## src/hw/rtl/slfr_pkg.sv

```systemverilog
package slfr_pkg;

    localparam logic [7:0] SYNC_FIRST  = 8'hAA;
    localparam logic [7:0] SYNC_SECOND = 8'h55;

    localparam int PHASE_W = 3;

    localparam logic [PHASE_W-1:0] PH_HUNT_A = 3'd0;
    localparam logic [PHASE_W-1:0] PH_HUNT_B = 3'd1;
    localparam logic [PHASE_W-1:0] PH_MSG    = 3'd2;
    localparam logic [PHASE_W-1:0] PH_KIND   = 3'd3;
    localparam logic [PHASE_W-1:0] PH_ID     = 3'd4;
    localparam logic [PHASE_W-1:0] PH_LEN    = 3'd5;
    localparam logic [PHASE_W-1:0] PH_DATA   = 3'd6;

    typedef struct packed {
        logic       last;
        logic       has_payload;
        logic [7:0] byte_index;
        logic [7:0] payload_byte;
        logic [7:0] frame_length;
        logic [7:0] item_id;
        logic [7:0] item_kind;
        logic [7:0] message_type;
    } slfr_result_t;

endpackage

```

## src/hw/rtl/slfr_parser.sv

```systemverilog
module slfr_parser (
    input  logic                  clk,
    input  logic                  rst_n,
    input  logic                  step,
    input  logic [7:0]            rx_byte,
    output logic                  res_valid,
    output slfr_pkg::slfr_result_t res
);
    import slfr_pkg::*;

    logic [PHASE_W-1:0] phase_reg, phase_next;
    logic [7:0]         msg_reg, msg_next;
    logic [7:0]         kind_reg, kind_next;
    logic [7:0]         id_reg, id_next;
    logic [7:0]         len_reg, len_next;
    logic [7:0]         count_reg, count_next;
    logic [7:0]         count_inc;

    assign count_inc = count_reg + 8'd1;

    always_comb
    begin
        phase_next = phase_reg;
        msg_next   = msg_reg;
        kind_next  = kind_reg;
        id_next    = id_reg;
        len_next   = len_reg;
        count_next = count_reg;
        res_valid  = 1'b0;
        res.message_type = msg_reg;
        res.item_kind    = kind_reg;
        res.item_id      = id_reg;
        res.frame_length = len_reg;
        res.payload_byte = 8'd0;
        res.byte_index   = 8'd0;
        res.has_payload  = 1'b0;
        res.last         = 1'b0;
        case (phase_reg)
            PH_HUNT_A:
            begin
                phase_next = (rx_byte == SYNC_FIRST) ? PH_HUNT_B : PH_HUNT_A;
            end
            PH_HUNT_B:
            begin
                if (rx_byte == SYNC_SECOND)
                begin
                    phase_next = PH_MSG;
                end
                else
                begin
                    phase_next = (rx_byte == SYNC_FIRST) ? PH_HUNT_B : PH_HUNT_A;
                end
            end
            PH_MSG:
            begin
                msg_next   = rx_byte;
                phase_next = PH_KIND;
            end
            PH_KIND:
            begin
                kind_next  = rx_byte;
                phase_next = PH_ID;
            end
            PH_ID:
            begin
                id_next    = rx_byte;
                phase_next = PH_LEN;
            end
            PH_LEN:
            begin
                len_next         = rx_byte;
                count_next       = 8'd0;
                res.frame_length = rx_byte;
                if (rx_byte == 8'd0)
                begin
                    res_valid  = 1'b1;
                    res.last   = 1'b1;
                    phase_next = PH_HUNT_A;
                end
                else
                begin
                    phase_next = PH_DATA;
                end
            end
            PH_DATA:
            begin
                count_next       = count_inc;
                res_valid        = 1'b1;
                res.payload_byte = rx_byte;
                res.byte_index   = count_reg;
                res.has_payload  = 1'b1;
                res.last         = (count_inc >= len_reg);
                if (count_inc >= len_reg)
                begin
                    phase_next = PH_HUNT_A;
                end
            end
            default:
            begin
                phase_next = PH_HUNT_A;
            end
        endcase
    end

    always_ff @(posedge clk or negedge rst_n)
    begin
        if (!rst_n)
        begin
            phase_reg <= PH_HUNT_A;
            msg_reg   <= 8'd0;
            kind_reg  <= 8'd0;
            id_reg    <= 8'd0;
            len_reg   <= 8'd0;
            count_reg <= 8'd0;
        end
        else if (step)
        begin
            phase_reg <= phase_next;
            msg_reg   <= msg_next;
            kind_reg  <= kind_next;
            id_reg    <= id_next;
            len_reg   <= len_next;
            count_reg <= count_next;
        end
    end

endmodule

```

## src/hw/rtl/sync_length_frame_receiver.sv

```systemverilog
// Channel  Direction  tdata                          tuser        tlast
// s_axis   in         rx_byte[7:0]                   -            -
// m_axis   out        header, payload, index [47:0]  has_payload  last
//
// One byte is accepted per cycle while the result side is not stalled.
// An input register and a result register bracket the frame state machine.
// Reset is asynchronous and active low; it returns the block to the sync hunt.
// A stalled result holds the pipeline, and the input register takes a byte only while empty.
module sync_length_frame_receiver (
    input  logic        clk,
    input  logic        rst_n,
    input  logic        s_axis_tvalid,
    output logic        s_axis_tready,
    input  logic [7:0]  s_axis_tdata,  // rx_byte
    output logic        m_axis_tvalid,
    input  logic        m_axis_tready,
    // message_type, item_kind, item_id, frame_length, payload_byte, byte_index
    output logic [47:0] m_axis_tdata,
    output logic        m_axis_tuser,  // has_payload
    output logic        m_axis_tlast   // last
);
    import slfr_pkg::*;

    logic         in_valid_reg;
    logic [7:0]   in_byte_reg;
    logic         out_valid_reg;
    slfr_result_t out_reg;
    logic         advance;
    logic         res_valid;
    slfr_result_t res;

    assign advance       = in_valid_reg && (!out_valid_reg || m_axis_tready);
    assign s_axis_tready = !in_valid_reg || advance;

    slfr_parser u_parser (
        .clk       (clk),
        .rst_n     (rst_n),
        .step      (advance),
        .rx_byte   (in_byte_reg),
        .res_valid (res_valid),
        .res       (res)
    );

    always_ff @(posedge clk or negedge rst_n)
    begin
        if (!rst_n)
        begin
            in_valid_reg  <= 1'b0;
            out_valid_reg <= 1'b0;
        end
        else
        begin
            if (s_axis_tready)
            begin
                in_valid_reg <= s_axis_tvalid;
            end
            if (advance)
            begin
                out_valid_reg <= res_valid;
            end
            else if (m_axis_tready)
            begin
                out_valid_reg <= 1'b0;
            end
        end
    end

    always_ff @(posedge clk)
    begin
        if (s_axis_tready && s_axis_tvalid)
        begin
            in_byte_reg <= s_axis_tdata;
        end
        if (advance && res_valid)
        begin
            out_reg <= res;
        end
    end

    assign m_axis_tvalid = out_valid_reg;
    assign m_axis_tdata  = {out_reg.byte_index, out_reg.payload_byte, out_reg.frame_length,
                            out_reg.item_id, out_reg.item_kind, out_reg.message_type};
    assign m_axis_tuser  = out_reg.has_payload;
    assign m_axis_tlast  = out_reg.last;

endmodule
```

## config.mk

```make
export PLATFORM = sky130hd
export DESIGN_NAME = sync_length_frame_receiver
export DESIGN_NICKNAME = d
export VERILOG_FILES = /design/src/hw/rtl/slfr_pkg.sv /design/src/hw/rtl/slfr_parser.sv /design/src/hw/rtl/sync_length_frame_receiver.sv
export SDC_FILE = /design/constraint.sdc
export NUM_CORES = 1
export LEC_CHECK = 0
export BUFFER_PORTS_ARGS = -buffer_cell sky130_fd_sc_hd__buf_2
export CAP_MARGIN = 25
export CORE_MARGIN = 3
export CORE_UTILIZATION = 43
export CTS_CLUSTER_DIAMETER = 40
export DETAILED_ROUTE_END_ITERATION = 10
export HOLD_SLACK_MARGIN = 0.03
export PLACE_DENSITY = 0.67
export SYNTH_ARGS = -nofsm -noshare
export SYNTH_HDL_FRONTEND = slang
export SYNTH_HIERARCHICAL = 1
export SYNTH_SLANG_ARGS = --single-unit
```

## constraint.sdc

```tcl
create_clock -name clk -period 10 [get_ports clk]
set_input_delay 1 -clock clk [delete_from_list [all_inputs] [get_ports clk]]
set_output_delay 1 -clock clk [all_outputs]
set_load 0.005 [all_outputs]
```

# Word-level counts from Yosys, hierarchy flattened
# Index checks and enable logic that the tools add are counted.
dict set report totals {
  regBits 103
  output_inout_bits 52
  wordCells 57
}
dict set report op_classes {
  addsub 1
  order_cmp 1
  eq_ne 9
  muxes 13
  n_reduce_logical 16
}
# op count
set op_table {}
lappend op_table {{$pmux W3 S7} 1}
lappend op_table {{$mux W17} 1}
lappend op_table {{$pmux W8 S2} 1}
lappend op_table {{$reduce_and A2 Y1} 5}
lappend op_table {{$eq A3 B3 Y1 const B} 3}
lappend op_table {{$mux W3} 3}
lappend op_table {{$add A8 B1 Y8 const B} 1}
lappend op_table {{$eq A8 B7 Y1 const B} 1}
lappend op_table {{$eq A8 B8 Y1 const B} 1}
lappend op_table {{$ge A8 B8 Y1} 1}
lappend op_table {{$logic_not A8 Y1} 1}
lappend op_table {{$mux W8} 1}
lappend op_table {{$eq A3 B2 Y1 const B} 2}
lappend op_table {{$mux W1} 4}
lappend op_table {{$pmux W1 S2} 2}
lappend op_table {{$reduce_bool A2 Y1} 2}
lappend op_table {{$eq A3 B1 Y1 const B} 1}
lappend op_table {{$logic_and A1 B1 Y1} 3}
lappend op_table {{$logic_not A3 Y1} 1}
lappend op_table {{$logic_not A1 Y1} 2}
lappend op_table {{$logic_or A1 B1 Y1} 2}
lappend op_table {{$ne A2 B1 Y1 const B} 1}

# Depth between registers and ports, before layout
# Gate-level depths: netlist of run 1.
dict set report depth {
  word_depth 5
  depth_mapped 10
}

# Hierarchy
# Netlist of run 1, hierarchy kept.
# mod instances cells_per_inst area_per_inst_um2 seq_area_each_um2
set by_module_without_submodules {}
lappend by_module_without_submodules {slfr_parser 1 206 2273.4 1076.0}
lappend by_module_without_submodules {sync_length_frame_receiver 1 68 1850.5 1791.7}

# Least setup slack after synthesis of run 1
# Ideal clock, no wire load.
dict set report synth_path {
  path_type {register -> register}
  from {reg in_byte_reg[1]}
  to {reg out_reg (netlist bit m_axis_tdata[0]), enable pin}
  setup_ns 0.464
  t_arrival_ns 3.463
  required_ns 9.536
  path_slack_ns 6.073
  path_stages_with_launch 6
  n_path_buf 0
  path_cell_list {edfxtp_1 -> nor4_1 -> nand2_1 -> o21ai_0 -> nand2_1 -> nor2b_1}
}
dict set report synth_between {
  elab_chain_cells 4
}
# item line
set synth_lines {}
lappend synth_lines {{from (decl)} sync_length_frame_receiver.sv:25} ;# logic [7:0] in_byte_reg;
lappend synth_lines {{from (signal assigned)} sync_length_frame_receiver.sv:72} ;# in_byte_reg <= s_axis_tdata;
lappend synth_lines {{$logic_not A8 Y1} slfr_parser.sv:74} ;# if (rx_byte == 8'd0)
lappend synth_lines {{$mux W1} slfr_parser.sv:74}
lappend synth_lines {{$pmux W1 S2} slfr_parser.sv:38} ;# case (phase_reg)
lappend synth_lines {{named net res_valid} sync_length_frame_receiver.sv:29} ;# logic res_valid;
lappend synth_lines {{$logic_and A1 B1 Y1} sync_length_frame_receiver.sv:74} ;# if (advance && res_valid)
lappend synth_lines {{to (signal assigned)} sync_length_frame_receiver.sv:76} ;# out_reg <= res;
lappend synth_lines {{to (decl)} sync_length_frame_receiver.sv:27} ;# slfr_result_t out_reg;
# The timed path passes the listed nets, and every way through them passes these cells.
# A chain may end at the register's enable or synchronous reset.

# Final worst setup path of run 1
dict set report layout_path {
  from {reg in_byte_reg[1]}
  to {reg out_reg (netlist bit m_axis_tdata[12]), enable pin}
}
# The elaborated chain is that of the path after synthesis.

==> flow_summary.json, run 1 <==
{
  "status": "finished, final reports clean",
  "via_count": 2390,
  "startpoint": "in_byte_reg[1]$_DFFE_PP_",
  "cp_slowest_cell": "edfxtp_1",
  "worstSetupEndpoint": "m_axis_tdata[12]$_DFFE_PP_",
  "clk_pin_slew_ps": 110,
  "hold_viol_final": 0,
  "synth-edff-count": 58,
  "rr_worst_depth": 6,
  "firstDrtPassIters": 4,
  "clkLatencyLatePin_ps": 370,
  "p_sw_uw": 441.9,
  "fillers": 828,
  "grt_max_degree": 46,
  "leakage_uw": 0.002017,
  "synth_ff_type": "edfxtp_1",
  "crit-reg2reg-launch": "in_byte_reg[1]$_DFFE_PP_",
  "setup_violations": 0,
  "synth.distinct_cells": 40,
  "die_w_um": 103.9,
  "grt_pass1_vias": 2357,
  "whs_ps": 447.0,
  "final_common_cell": "buf_2",
  "cp.required_ps": 10030,
  "rsz0062_at_grt": "no",
  "clock-sinks": 103,
  "p_int_uw": 901.1,
  "syn_avg_cell_area_um2": 15.05,
  "path_cells": "nor4_1 > nand2_1 > o21ai_0 > nand2_1 > nor2b_4 > buf_4",
  "place_congestion": 0.8436,
  "largest_reg_flops": 48,
  "comb_power_share_pct": 28.2,
  "detail-route-antenna-nets": 0,
  "yosys_register_bits": 103,
  "clk_path_buf_depth": 2,
  "worstHoldPathType": "in2async",
  "grt_pass1_wl_um": 12650,
  "drive_gt1_share_pct": 34.10,
  "fp-row-count": 35,
  "cp-start-kind": "flip-flop",
  "routedWlPerCell_um": 16.31,
  "dpl.hpwl_um": 5268,
  "power_frac_seq_pct": 53.6,
  "ir_worst_vdd_uv": 105.1,
  "powerDensity_nw_per_um2": 281.1,
  "drv_cap": 0,
  "holdBufCountCts": 0,
  "netSwitchingFraction_pct": 32.90,
  "p_clk_share_pct": 18.2,
  "slew_viol_final": 0,
  "area_growth_pct": 15.84,
  "syn_inst": 274,
  "cp_max_fo": 30,
  "regToRegSetupSlack_ps": 7090,
  "final_cell_mix": "buf_2 (63), edfxtp_1 (58), dfrtp_1 (45), mux2_2 (32), nand2_1 (23)",
  "ctsResizeCount": 0,
  "remaining_drc_errors": 0,
  "crit_path_frequent_cell": "nand2_1",
  "fin_ws_ps": 7088,
  "cts_buffers": 9,
  "endpoint_kind": "flip-flop",
  "syn_area_um2": 4124,
  "gr-total-overflow": 0,
  "cts_root_buffer": "clkbuf_8",
  "drtIter0Drc": 143,
  "ys.warnings.count": 6,
  "seq_area_um2": 2868,
  "slowest_delay_ps": 540,
  "final.setup.tns_ps": 0,
  "cts_tree": "done",
  "nets": 362,
  "tightestPinTransition_ps": 719.6,
  "fmax_ghz": 0.3434,
  "synth_nets": 295,
  "multiInputGateArea_um2": 1186,
  "viasPerCell": 5.032,
  "drt_wl_total_um": 7748,
  "antennaDiodeCount": 0,
  "path_class": "reg2reg",
  "timing.rr.end": "m_axis_tdata[12]$_DFFE_PP_",
  "fin_crit_sh_pct": 29.12,
  "track_usage_pct": 15.10,
  "min_period_ps": 2912,
  "io_buffers": 63,
  "fin_skew_ps": 12.89,
  "arrival_ps": 2940,
  "ys_async_sr_fraction_pct": 43.69,
  "core_area_um2": 9284,
  "start_util_pct": 44.42,
  "dieArea_um2": 10800,
  "slew_headroom_pct": 51.97,
  "die_y_um": 103.9,
  "ctsHtreeMaxLevel": 3,
  "dp_slack_ps": 7043,
  "grt_antenna_before_repair": 0,
  "yosysSeqAreaShare_pct": 69.54,
  "post-cts-setup-buffers": 0,
  "io_pins": 64
}
-- through the flow --
stage                     power, uW  util, %  std cells  instance area (um2)
after detailed placement       1109    49.25        458                 4572
after CTS                      1354    51.24        474                 4757
after global placement         1097    49.25        458                 4572
after global routing           1433    51.46        475                 4777
final                          1343    51.46        475                 4777
after floorplan               968.6        -        274                 4124
-- logic make-up (layout without fill, tap and decap cells) --
| family | Yosys count | in the layout | share of synthesized area (%) |
|---|---|---|---|
| simple gates | 74 | 74 | 10.65 |
| compound gates | 32 | 32 | 5.188 |
| xor+xnor | 6 | 6 | 1.275 |
| mux | 32 | 32 | 8.738 |
| buf+inv | 18 | 90 | 1.881 |
| fa+ha+maj | 9 | 9 | 2.731 |
| flops | 103 | 103 | 69.54 |
-- layer usage --
layer | GRT usage (%) | vias to the layer above | share of wire (%) | wire length [um]
met4 | 6.743 | 0 | 1.4 | 111
met3 | 3.414 | 7 | 5.7 | 442
li1 | - | 1143 | - | -
met2 | 22.14 | 82 | 44 | 3443
met1 | 21.60 | 1158 | 48 | 3751
met5 | 0 | - | 0 | 0
-- cell usage after synthesis, types with 2 or more instances --
cell	instances	area share, %
xnor2_1	3	0.64
nand2_1	23	2.1
nor2_1	5	0.46
nand3b_1	3	0.55
edfxtp_1	58	42
o21ai_0	13	1.6
buf_2	5	0.61
a21oi_1	4	0.49
mux2_2	32	8.7
and2_1	18	2.7
o31ai_1	2	0.36
ha_1	9	2.7
nand2b_1	4	0.61
xor2_1	3	0.64
nor4_1	2	0.30
nand3_1	6	0.73
dfrtp_1	45	27
inv_1	8	0.73
clkbuf_1	3	0.27
and3_1	3	0.46
a32o_1	6	1.5
-- worst max-delay path: cells and delay by family (launching register included) --
kind / cells / cell delay, ps
AO/OA/AOI/OAI: 1 / 180
buffers and inverters: 1 / 480
flip-flops: 1 / 540
AND/OR/NAND/NOR: 4 / 1370
-- how the worst min path moves through the flow --
stage | to | slack [ps] | cells after the start
after floorplan | m_axis_tdata[10]$_DFFE_PP_ | 420 | 0
after global placement | m_axis_tdata[3]$_DFFE_PP_ | 430 | 0
after detailed placement | m_axis_tdata[3]$_DFFE_PP_ | 430 | 0
after CTS | m_axis_tdata[9]$_DFFE_PP_ | 450 | 0
after global routing | u_parser/kind_reg[5]$_DFFE_PN0P_ | 430 | 1
final | u_parser/kind_reg[3]$_DFFE_PN0P_ | 450 | 1
-- power groups by stage --
stage / sequential [uW] / clock, uW / combinational [uW]
after floorplan: 703 / 0 / 265
after global placement: 728 / 0 / 369
after detailed placement: 730 / 0 / 379
after CTS: 721 / 253 / 380
after global routing: 739 / 267 / 426
final: 720 / 244 / 378
-- area by class of cell --
class | count | area share, %
Tap cell | 129 | 3.379
Inverter | 9 | 0.7072
Clock inverter | 7 | 1.283
Clock buffer | 9 | 2.593
Multi-Input combinational cell | 153 | 24.83
Sequential cell | 103 | 60.03
Timing Repair Buffer | 65 | 7.177
Note: power is estimated with default switching activity, not from simulation.
==> run 2, diff against run 1 <==
Clock period 10 ns to 3 ns, I/O delays scaled along.
==> flow_summary.json, run 2 (same netlist as run 1, synthesis figures left out) <==
{
  "status": "finished, final reports clean",
  "slowest_delay_ps": 570,
  "dieArea_um2": 10800,
  "critical_path.top_delay_family": "simple AND/OR/NAND/NOR gates",
  "viasPerCell": 4.958,
  "io_buffers": 63,
  "crit_buf_inv": 1,
  "place_congestion": 0.7758,
  "cp_max_fo": 36,
  "powerDensity_nw_per_um2": 928.0,
  "slew_headroom_pct": 54.02,
  "area_growth_pct": 16.54,
  "fin_skew_ps": 13.40,
  "cts_root_buffer": "clkbuf_8",
  "multiInputGateArea_um2": 1186,
  "gr-total-overflow": 0,
  "final_common_cell": "buf_2",
  "drv_cap": 0,
  "holdCritStartpoint": "s_axis_tdata[4]",
  "final_cell_mix": "buf_2 (63), edfxtp_1 (58), dfrtp_1 (45), mux2_2 (32), nand2_1 (23)",
  "min_period_ps": 2544,
  "path_cells": "nor4_1 > nand2_1 > o21ai_0 > nand2_1 > nor2b_4 > buf_4",
  "hold_viol_final": 0,
  "cts_tree": "done",
  "grt_antenna_before_repair": 0,
  "cp_slowest_cell": "edfxtp_1",
  "grt_max_degree": 46,
  "leakage_uw": 0.002027,
  "cp-start-kind": "flip-flop",
  "drive_gt1_share_pct": 34.67,
  "arrival_ps": 2560,
  "fmax_ghz": 0.3931,
  "clkLatencyLatePin_ps": 370,
  "antennaDiodeCount": 0,
  "path_class": "reg2reg",
  "via_count": 2370,
  "instances_no_fill": 478,
  "track_usage_pct": 14.52,
  "die_y_um": 103.9,
  "io_pins": 64,
  "fillers": 822,
  "worstHoldPathType": "in2reg",
  "slew_viol_final": 0,
  "die_w_um": 103.9,
  "routedWlPerCell_um": 15.62,
  "endpoint_kind": "flip-flop",
  "final.setup.tns_ps": 0,
  "cp.required_ps": 3010,
  "seq_area_um2": 2868,
  "detail-route-antenna-nets": 0,
  "drtIter0Drc": 109,
  "grt_pass1_wl_um": 12340,
  "firstDrtPassIters": 5,
  "drt_wl_total_um": 7468,
  "startpoint": "in_byte_reg[4]$_DFFE_PP_",
  "ir_worst_vdd_uv": 365.6,
  "ctsHtreeMaxLevel": 3,
  "tightestPinTransition_ps": 688.9,
  "rsz0062_at_grt": "no",
  "start_util_pct": 44.42,
  "largest_reg_flops": 48,
  "crit_path_frequent_cell": "nand2_1",
  "core_area_um2": 9284,
  "grt_pass1_vias": 2364,
  "dpl.hpwl_um": 5071,
  "nets": 365,
  "fin_crit_sh_pct": 84.80,
  "clk_path_buf_depth": 2,
  "clk_pin_slew_ps": 100,
  "placed_cells": 460,
  "setup_violations": 0,
  "remaining_drc_errors": 0,
  "fp-row-count": 35,
  "crit-reg2reg-launch": "in_byte_reg[4]$_DFFE_PP_",
  "cts_buffers": 9,
  "clock-sinks": 103
}
-- run 2: changes by cell type in the layout (fill, tap and decap cells not counted), sizes merged --
cell / change
buf: +2
inv: -1
clkinvlp: +2
clkinv: -1
dlygate4sd3: +1
-- run 2: final cells by class --
class / instances / share of cell area (%)
timing repair buffer: 68 / 7.654
tap: 129 / 3.359
clock inverter: 7 / 1.354
clock buffer: 9 / 2.577
sequential: 103 / 59.67
multi-input combinational: 153 / 24.68
inverter: 9 / 0.7029
-- run 2: power by group --
group          internal, uW  switching (uW)  leakage, uW
registers              2100             292      0.00111
clock network           319             496    0.0000909
logic                   596             653     0.000830
-- run 2: path summary, 6_finish.rpt --
check	endpoint	slack, ps	cells after the start
setup / recovery	m_axis_tdata[26]$_DFFE_PP_	460	6
hold / removal	in_byte_reg[4]$_DFFE_PP_	100	1
min in group asynchronous	u_parser/kind_reg[0]$_DFFE_PN0P_	280	2
hold reg to reg	m_axis_tdata[10]$_DFFE_PP_	450	0
max in group asynchronous	u_parser/count_reg[2]$_DFFE_PN0P_	2260	3
setup reg to reg	m_axis_tdata[26]$_DFFE_PP_	460	6
-- run 2: through the flow --
stage | util [%] | total power (uW) | setup slack [ps] | instance area, um2 | hold WS (ps)
finish | 51.77 | 4460 | 456.0 | 4806 | 103.7
global route | 51.77 | 4775 | 174.9 | 4806 | 73.62
CTS | 51.44 | 4510 | 440.3 | 4776 | 80.53
detailed placement | 49.41 | 3690 | 463.5 | 4587 | 431.6
global placement | 49.41 | 3646 | 442.1 | 4587 | 428.8
floorplan | - | 3222 | 34.16 | 4126 | 4.409
-- run 2: what timing repair did --
item,in CTS,in global routing
gates resized for setup,0,0
endpoints found under the hold margin,0,45
hold buffers,0,1
setup buffers,0,0
-- run 2: worst reg2reg max path, delay by kind of cell (launching register included) --
family,cells,cell delay [ps]
compound gates,1,210
buf+inv,1,420
flops,1,570
simple gates,4,970
-- run 2: per-layer routing --
layer	share of wire, %	vias to the layer above	global-route usage, %
met2	45	68	21.63
met1	48	1155	20.52
li1	-	1141	-
met5	0	-	0
met3	5.5	6	3.911
met4	1.0	0	5.413
